**src/rtl/magtrk2_pkg.sv**
```systemverilog
// Shared types and constants for the Track 2 magnetic stripe decoder.
`default_nettype none
package magtrk2_pkg;

  // event kinds
  localparam logic [1:0] ACT_START = 2'd0;
  localparam logic [1:0] ACT_BIT   = 2'd1;
  localparam logic [1:0] ACT_END   = 2'd2;

  // decoder phase
  localparam logic [1:0] PH_IDLE = 2'd0;
  localparam logic [1:0] PH_HUNT = 2'd1;
  localparam logic [1:0] PH_READ = 2'd2;
  localparam logic [1:0] PH_DONE = 2'd3;

  // special characters
  localparam logic [3:0] SS_CHAR   = 4'hB;
  localparam logic [3:0] FS_CHAR   = 4'hD;
  localparam logic [3:0] ES_CHAR   = 4'hF;
  localparam logic [4:0] SS_WINDOW = 5'h0B;
  localparam logic [4:0] PAN_SAT   = 5'd31;
  localparam logic [2:0] BITS_PER_CHAR = 3'd5;

  // swipe status codes
  localparam logic [2:0] ST_OK        = 3'd0;
  localparam logic [2:0] ST_NO_SS     = 3'd1;
  localparam logic [2:0] ST_PARITY    = 3'd2;
  localparam logic [2:0] ST_NO_ES     = 3'd3;
  localparam logic [2:0] ST_PAN_BAD   = 3'd4;
  localparam logic [2:0] ST_LRC_BAD   = 3'd5;

  // configuration register indexes
  localparam logic [1:0] CFG_MAX_PAN   = 2'd0;
  localparam logic [1:0] CFG_MAX_CHARS = 2'd1;

  localparam logic [4:0] MAX_PAN_RST   = 5'd19;
  localparam logic [5:0] MAX_CHARS_RST = 6'd40;

  typedef struct packed {
    logic [1:0] phase;
    logic [4:0] bit_window;
    logic [2:0] bit_count;
    logic [5:0] char_count;
    logic [3:0] lrc_accum;
    logic       parity_failed;
    logic       separator_seen;
    logic [4:0] pan_count;
    logic       lrc_failed;
    logic       end_seen;
  } dec_state_t;

  typedef struct packed {
    logic [4:0] pan_digits;
    logic [2:0] status;
    logic [5:0] char_position;
    logic [3:0] char_value;
    logic       is_status;
  } dec_result_t;

  typedef struct packed {
    logic [4:0] pan_limit;
    logic [5:0] max_track_chars;
  } dec_cfg_t;

endpackage
`default_nettype wire

```
**src/rtl/magtrk2_step.sv**
```systemverilog
// Next-state and result logic for one decoder event.
`default_nettype none
module magtrk2_step (
  input  wire  [1:0]                  action,
  input  wire                         data_bit,
  input  magtrk2_pkg::dec_cfg_t       cfg,
  input  magtrk2_pkg::dec_state_t     st,
  output magtrk2_pkg::dec_state_t     st_nxt,
  output logic                        res_valid,
  output magtrk2_pkg::dec_result_t    res
);
  import magtrk2_pkg::*;

  logic [4:0] win_sh;
  logic [2:0] bc_inc;
  logic [3:0] ch;
  logic [2:0] fin_status;

  assign win_sh = {data_bit, st.bit_window[4:1]};
  assign bc_inc = st.bit_count + 3'd1;
  assign ch     = win_sh[3:0];

  always_comb begin
    if (st.phase == PH_HUNT) begin
      fin_status = ST_NO_SS;
    end else if (st.parity_failed) begin
      fin_status = ST_PARITY;
    end else if (!st.end_seen) begin
      fin_status = ST_NO_ES;
    end else if (!st.separator_seen || (st.pan_count > cfg.pan_limit)) begin
      fin_status = ST_PAN_BAD;
    end else if ((st.phase != PH_DONE) || st.lrc_failed) begin
      fin_status = ST_LRC_BAD;
    end else begin
      fin_status = ST_OK;
    end
  end

  always_comb begin
    st_nxt    = st;
    res_valid = 1'b0;
    res       = '0;
    unique case (action)
      ACT_START: begin
        st_nxt       = '0;
        st_nxt.phase = PH_HUNT;
      end
      ACT_END: begin
        if (st.phase != PH_IDLE) begin
          res_valid      = 1'b1;
          res.is_status  = 1'b1;
          res.status     = fin_status;
          res.pan_digits = st.pan_count;
          st_nxt.phase   = PH_IDLE;
        end
      end
      ACT_BIT: begin
        if (st.phase == PH_HUNT) begin
          st_nxt.bit_window = win_sh;
          if (win_sh == SS_WINDOW) begin
            st_nxt.phase      = PH_READ;
            st_nxt.lrc_accum  = SS_CHAR;
            st_nxt.bit_window = '0;
            st_nxt.bit_count  = '0;
          end
        end else if (st.phase == PH_READ) begin
          if (bc_inc < BITS_PER_CHAR) begin
            st_nxt.bit_window = win_sh;
            st_nxt.bit_count  = bc_inc;
          end else begin
            st_nxt.bit_window = '0;
            st_nxt.bit_count  = '0;
            // odd parity over data and parity bit
            if (!(^win_sh)) begin
              st_nxt.parity_failed = 1'b1;
            end
            if (st.end_seen) begin
              // character after the end sentinel is the LRC
              st_nxt.lrc_failed = (st.lrc_accum != ch);
              st_nxt.phase      = PH_DONE;
            end else if ((ch != ES_CHAR) && (st.char_count >= cfg.max_track_chars)) begin
              st_nxt.phase = PH_DONE;
            end else begin
              st_nxt.lrc_accum = st.lrc_accum ^ ch;
              if (ch == ES_CHAR) begin
                st_nxt.end_seen = 1'b1;
              end else if (!st.separator_seen) begin
                if (ch == FS_CHAR) begin
                  st_nxt.separator_seen = 1'b1;
                end else if (st.pan_count < PAN_SAT) begin
                  st_nxt.pan_count = st.pan_count + 5'd1;
                end
              end
              res_valid         = 1'b1;
              res.char_value    = ch;
              res.char_position = st.char_count;
              st_nxt.char_count = st.char_count + 6'd1;
            end
          end
        end
      end
      default: begin
      end
    endcase
  end

endmodule
`default_nettype wire

```
**src/rtl/magstripe_track2_decoder_top.sv**
```systemverilog
// Top level of the Track 2 magnetic stripe decoder.
`default_nettype none
// Channel  Dir  Handshake             Payload
// in_      in   in_tvalid/in_tready   tuser: action; tdata: data_bit
// out_     out  out_tvalid/out_tready tuser: is_status; tdata: char/status fields
// cfg_     in   cfg_valid/cfg_ready   cfg_index, cfg_data
//
// One event word is taken per cycle; its effect on the swipe state and its
// result are settled in the same cycle and the result lands in the output
// register, so throughput is one word per cycle.
// The input stalls only when the output register is full and not taken.
// Reset (rst_n low, synchronous) puts the decoder idle and the limits to
// 19 PAN digits and 40 track characters. Configuration is always ready.
module magstripe_track2_decoder_top (
  input  wire         clk,
  input  wire         rst_n,
  // event stream
  input  wire         in_tvalid,
  output logic        in_tready,
  input  wire  [7:0]  in_tdata,   // [0] data_bit, [7:1] zero
  input  wire  [1:0]  in_tuser,   // [1:0] action
  // result stream
  output logic        out_tvalid,
  input  wire         out_tready,
  // [3:0] char_value, [9:4] char_position, [12:10] status,
  // [17:13] pan_digits, [23:18] zero
  output logic [23:0] out_tdata,
  output logic        out_tuser,  // [0] is_status
  // register writes
  input  wire         cfg_valid,
  output logic        cfg_ready,
  input  wire  [1:0]  cfg_index,
  input  wire  [5:0]  cfg_data
);
  import magtrk2_pkg::*;

  dec_cfg_t    cfg_r;
  dec_state_t  state_r;
  dec_state_t  state_nxt;
  logic        res_valid;
  dec_result_t res;
  logic        out_valid_r;
  dec_result_t out_res_r;
  logic        in_acc;

  assign cfg_ready = 1'b1;
  assign in_tready = !out_valid_r || out_tready;
  assign in_acc    = in_tvalid && in_tready;

  // limit registers, writes beyond the list are dropped
  always_ff @(posedge clk) begin
    if (!rst_n) begin
      cfg_r.pan_limit       <= MAX_PAN_RST;
      cfg_r.max_track_chars <= MAX_CHARS_RST;
    end else if (cfg_valid && cfg_ready) begin
      case (cfg_index)
        CFG_MAX_PAN:   cfg_r.pan_limit       <= cfg_data[4:0];
        CFG_MAX_CHARS: cfg_r.max_track_chars <= cfg_data;
        default: begin
        end
      endcase
    end
  end

  magtrk2_step u_step (
    .action    (in_tuser),
    .data_bit  (in_tdata[0]),
    .cfg       (cfg_r),
    .st        (state_r),
    .st_nxt    (state_nxt),
    .res_valid (res_valid),
    .res       (res)
  );

  // swipe state advances on every accepted word
  always_ff @(posedge clk) begin
    if (!rst_n) begin
      state_r <= '0;
    end else if (in_acc) begin
      state_r <= state_nxt;
    end
  end

  // output register: refilled whenever it is empty or being drained
  always_ff @(posedge clk) begin
    if (!rst_n) begin
      out_valid_r <= 1'b0;
    end else if (in_tready) begin
      out_valid_r <= in_acc && res_valid;
    end
  end

  always_ff @(posedge clk) begin
    if (in_acc && res_valid) begin
      out_res_r <= res;
    end
  end

  assign out_tvalid = out_valid_r;
  assign out_tuser  = out_res_r.is_status;
  assign out_tdata  = {6'd0, out_res_r.pan_digits, out_res_r.status,
                       out_res_r.char_position, out_res_r.char_value};

  // a swipe start always opens a fresh hunt
  a_start_clears: assert property (@(posedge clk) disable iff (!rst_n)
    (in_acc && in_tuser == ACT_START) |=> (state_r.phase == PH_HUNT &&
      state_r.char_count == 6'd0 && state_r.lrc_accum == 4'd0))
    else $error("swipe start did not clear the decoder");

  // a swipe end outside idle yields one status word and returns to idle
  a_end_status: assert property (@(posedge clk) disable iff (!rst_n)
    (in_acc && in_tuser == ACT_END && state_r.phase != PH_IDLE) |=>
      (out_tvalid && out_tuser && state_r.phase == PH_IDLE))
    else $error("swipe end gave no status word");

  // once finished, bits leave the state untouched
  a_done_holds: assert property (@(posedge clk) disable iff (!rst_n)
    (in_acc && in_tuser == ACT_BIT && state_r.phase == PH_DONE) |=> $stable(state_r))
    else $error("bit changed a finished swipe");

endmodule
`default_nettype wire
```
**config.mk**
```make
export PLATFORM = sky130hd
export DESIGN_NAME = magstripe_track2_decoder_top
export DESIGN_NICKNAME = d
export VERILOG_FILES = /design/src/rtl/magtrk2_pkg.sv /design/src/rtl/magtrk2_step.sv /design/src/rtl/magstripe_track2_decoder_top.sv
export SDC_FILE = /design/constraint.sdc
export NUM_CORES = 1
export LEC_CHECK = 0
export BUFFER_PORTS_ARGS = -buffer_cell sky130_fd_sc_hd__buf_2
export CAP_MARGIN = 30
export CELL_PAD_IN_SITES_DETAIL_PLACEMENT = 0
export CELL_PAD_IN_SITES_GLOBAL_PLACEMENT = 2
export CORE_MARGIN = 4
export CORE_UTILIZATION = 39
export CTS_BUF_LIST = sky130_fd_sc_hd__clkbuf_8
export DETAILED_ROUTE_END_ITERATION = 8
export GPL_ROUTABILITY_DRIVEN = 0
export PLACE_DENSITY = 0.94
export REMOVE_ABC_BUFFERS = 1
export SYNTH_ARGS = -nofsm -noshare
export SYNTH_HDL_FRONTEND = slang
export SYNTH_SLANG_ARGS = --single-unit
export TNS_END_PERCENT = 1
```
**constraint.sdc**
```tcl
create_clock -name clk -period 7.3 [get_ports clk]
set_input_delay 1.46 -clock clk [delete_from_list [all_inputs] [get_ports clk]]
set_output_delay 1.46 -clock clk [all_outputs]
set_load 0.05 [all_outputs]
```
Word-level counts from Yosys, hierarchy flattened
Index checks and enable logic that the tools add are counted.

cells by class
  add/sub/neg operators = 3
  $mul = 0
  divide/modulo/power cells = 0
  order comparisons = 4
  equality and inequality tests = 29
  shifts and indexed selects = 0
  muxes and demuxes = 41
  bitwise gates (word level) = 6
  reductions and logical operators = 30

operator list
  cell                                                                      number
  27-bit case mux with 2 select lines                                       1
  10-bit two-way mux                                                        4
  6-bit two-way mux                                                         5
  29-bit two-way mux                                                        1
  7-bit AND reduction                                                       3
  2-bit inequality test (second input constant)                             10
  19-bit two-way mux                                                        1
  1-bit two-way mux                                                         13
  2-bit two-way mux                                                         6
  6-bit AND reduction                                                       2
  11-bit AND reduction                                                      1
  5-bit two-way mux                                                         2
  9-bit two-way mux                                                         1
  3-bit by 2-bit inequality test with 1-bit output (second input constant)  3
  4-bit equality test (second input constant)                               2
  4-bit two-way mux                                                         2
  8-bit two-way mux                                                         1
  8-bit AND reduction                                                       1
  6-bit by 1-bit adder with 6-bit output (second input constant)            1
  2-bit by 1-bit equality test with 1-bit output (second input constant)    3
  6-bit >= comparator                                                       1
  3-bit two-way mux                                                         2
  2-bit by 1-bit inequality test with 1-bit output (second input constant)  3
  2-bit case mux with 3 select lines                                        1
  other kinds (29)                                                          43

storage, ports and cells
  bits in registers = 60
  bits in latches = 0
  bits in writable memories = 0
  bits in read-only memories = 0
  input bits = 23
  word-level logic and storage cells = 133
  memories = 0

Depth between registers and ports, before layout
  depth in word-level cells = 11
  gate-level depth with buffers = 10
  depth with buffers taken out = 8

Cells and area by module
Synthesis repeated with hierarchy kept, for this count alone.

unflattened totals
  cell total of the unflattened synthesis = 437
  area, all modules = 3773.6 um2

by module, submodules not included
  module                        instances  cells each  area an instance (um2)  sequential area each (um2)
  magstripe_track2_decoder_top  1          202         2237.1                  1391.3
  magtrk2_step                  1          235         1536.5                  0.0

Least setup slack after synthesis
OpenSTA, ideal clock, no wires.

  path kind = input port to flip-flop
  from = input in_tuser[1]
  to = register out_res_r, in the netlist out_tdata[0] (enable)
  library setup time = 0.395 ns
  arrival time = 3.165 ns
  slack = 3.741 ns
  stages = 7
  cell sequence = inv_1 -> ha_1 -> buf_4 -> nand2_1 -> nor3b_2 -> o21ai_0 -> nor2_1

between the ends
  cells in the longest elaborated chain, start to end = 3
  elaborated cells on any way between the ends = 4

ends and longest elaborated chain
  item                                                                                          RTL line                            source
  start, declared                                                                               magstripe_track2_decoder_top.sv:21  input wire [1:0] in_tuser,
  2-bit by 1-bit equality test with 1-bit output / 2-bit equality test (equally long branches)  magtrk2_step.sv:43                  unique case (action)
  1-bit case mux with 2 select lines *                                                          magtrk2_step.sv:43
  1-bit logical AND *                                                                           magstripe_track2_decoder_top.sv:94  if (in_acc && res_valid) begin
  end signal, assigned                                                                          magstripe_track2_decoder_top.sv:95  out_res_r <= res;
  end, declared                                                                                 magstripe_track2_decoder_top.sv:43  dec_result_t out_res_r;

Every way passes the cells marked *; elsewhere a longest branch is shown, timed or not.
A chain may end at the register's enable or synchronous reset.

Final worst setup path
  from = input in_tuser[1]
  to = register out_res_r, in the netlist out_tdata[5] (enable)

Same word-level chain as after synthesis.

==> qor.yml <==
clocking:
  clock-sinks: 59
  cts_setup_buffers: 0
  clkLatencyLatePin_ns: 0.35
  cts_hold_buf: 0
  clockBufferDepth: 2
  cts_inserted_buffers: 9
  tritoncts: "yes"
  path_clk_slew_ns: 0.07
  htreeDepth: 3
  post_cts_resized: 0
  root_buffer: "clkbuf_8"
floorplan:
  die_y_um: 99.7
  die_x_um: 99.7
  rows: 33
  ios: 51
  die-area_um2: 9950
  initial_core_util_pct: 39.9
  core_area_um2: 8220
power:
  peakVddDrop_uv: 70.8
  p_clk_share_pct: 43.3
  switchingPower_mw: 0.186
  p_seq_share_pct: 48.9
  cellPowerDensity_nw_per_um2: 190
  p_leak_nw: 1.47
  comb_power_share_pct: 7.9
  p_int_mw: 0.517
  swShare_pct: 26.4
  report.power.total_mw: 0.703
hold_path:
  min_from: "state_r[20]"
  holdPathEnd: "state_r[20]"
  holdPathStages: 2
  hold_class: "reg -> reg"
setup_path:
  crit_chain: "buf_2 > inv_1 > ha_1 > nand2_1 > nor3b_2 > o21ai_0 > nor2_1 > buf_4"
  reg2reg_depth: 8
  crit_path_end_kind: "flip-flop"
  critical_path_buf_inv_count: 3
  crit_start: "in_tuser[1]"
  arrival_ns: 3.96
  r2r_start: "state_r[25]"
  critPathRequiredTime_ns: 7.33
  cp_slowest_stage_delay_ns: 0.70
  reg2reg_to: "out_tdata[5]"
  slowest_stage: "nor3b_2"
  crit_type: "in -> reg"
  start_kind: "input port"
  r2r_setup_slack_ns: 3.98
  cp_top_family: "simple AND/OR/NAND/NOR gates"
  path_max_fanout: 19
yosys:
  yosysMostFrequentCell: "dfxtp_1"
  synth_cell_type_count: 55
  synth_edf_count: 19
  synth-seq-area-share_pct: 41.8
  post-synth-top-area-cell: "dfxtp_1"
  synth_top_area_share_pct: 24.4
  synthTopCellsByArea: "dfxtp_1 24%, edfxtp_1 17%, ha_1 8.4%, nand2_1 3.5%, and2_1 3.2%"
  avgSynthCellArea_um2: 9.30
  synthArstFlopShare_pct: 0
  netlist_area_um2: 3280
  synthCells: 353
  synth_warnings: 0
  synthFlopType: "dfxtp_1"
  ys_ff_latch: 59
  yosys-top-cells-count: "40 x dfxtp_1, 31 x nand2_1, 22 x ha_1"
global_route:
  grt_pass1_vias: 2338
  grt_max_degree: 31
  grt_first_pass_wirelength_um: 11500
  antenna_found_initial: 0
  grt_usage_pct: 14.7
  grt.overflow.total: 0
timing:
  period_needed_ns: 3.93
  tightest_slew_ns: 0.753
  setup_violations: 0
  final.period_utilization_pct: 53.8
  slew_headroom_pct: 49.8
  fin_worst_skew_ns: 0.00723
  clock.fmax_ghz: 0.255
  hold_viol_final: 0
  rsz0062_at_grt: "no"
  final-max-slew-violation-count: 0
  fin_ws_ns: 3.37
  final.setup.tns_ns: 0
layout:
  syn2layout_area_growth_pct: 12.7
  n_antenna_cell: 0
  final_core_util_pct: 45.0
  fin_nets: 430
  design_area_um2: 3700
  drive_above_1_share_pct: 17.2
run_status:
  status: "finished clean"
place:
  placed_area_um2: 3500
  io_buffers: 36
  dp_slack_ns: 3.02
  dp_hpwl_um: 5030
drt:
  first_iter_violations: 95
  ant_nets: 0
  drc: 0
  num_vias: 2538
  wl_um: 6940
  wl_per_cell_um: 14.0
  viasPerCell: 5.13
  first_pass_iters: 4
job:
  max-cap-violations: 0
cell type report:
class / count / area (um2)
clock buffers: 9 / 124
clock inverters: 7 / 77.6
fillers: 789 / 4520
inverters: 21 / 78.8
multi-input cells: 257 / 1730
flip-flops and latches: 59 / 1370
well taps: 105 / 131
repair buffers: 37 / 188
layout by cell type, fill, tap and decap left out, types with 7 or more instances in the layout:
cell / count
nor2_1: 19
nand2_1: 31
o21ai_0: 20
nor2b_1: 17
and3_1: 9
conb_1: 7
inv_1: 21
nand3_1: 16
buf_2: 36
a21oi_1: 13
clkbuf_8: 9
edfxtp_1: 19
and2_1: 17
ha_1: 22
dfxtp_1: 40
routing by layer:
layer	vias up	GRT usage [%]	part of all wire [%]
li1	1300	-	-
met1	1174	19.6	49
met2	54	22.6	44
met3	10	3.37	4.3
met4	0	6.72	2.2
met5	-	0	0
how the worst max path moves through the flow:
| stage | cells past startpoint | slack, ns | endpoint |
|---|---|---|---|
| 6_report | 8 | 3.37 | out_tdata[5] |
| 2_1_floorplan | 6 | 3.27 | out_tdata[0] |
| 3_3_place_gp | 8 | 3.07 | out_tdata[5] |
| 3_5_place_dp | 8 | 3.02 | out_tdata[9] |
| 5_1_grt | 8 | 3.09 | out_tdata[5] |
| 4_1_cts | 8 | 3.39 | out_tdata[5] |
logic make-up after synthesis:
group	Yosys count	share of synthesized area, %
flops	59	41.8
other cells	2	0.229
fa+ha+maj	22	8.39
mux	6	1.83
buf+inv	42	6.14
compound gates	72	14.9
simple gates	139	23.8
xor+xnor	11	2.94
through the flow:
stage / hold WS [ns] / cells
5_1_grt: 0.533 / 495
3_5_place_dp: 0.465 / 479
6_report: 0.469 / 495
4_1_cts: 0.475 / 495
2_1_floorplan: 0.445 / 337
3_3_place_gp: 0.457 / 479
power groups by stage:
stage                     Sequential, mW  Combinational, mW  Clock (mW)
after global placement             0.351             0.0541           0
after floorplan                    0.352             0.0365           0
after CTS                          0.343             0.0552       0.312
final                              0.343             0.0552       0.304
after detailed placement           0.351             0.0551           0
after global routing               0.344             0.0611       0.326
state kept, by name, summed over array words and instances (netlist names):
name        flops
out_tdata      18
out_tuser       1
out_tvalid      1
cfg_r          11
state_r        28
worst reg2reg max path, stage by stage (launching register included):
cell and delay [ns]:
dfxtp_1 0.52, ha_1 0.27, nand2_2 0.12, o21a_1 0.20, a21oi_2 0.58, nor3b_2 0.72
o21ai_0 0.19, nor2_1 0.11, buf_4 0.28
Note: power is estimated with default switching activity, not from simulation.
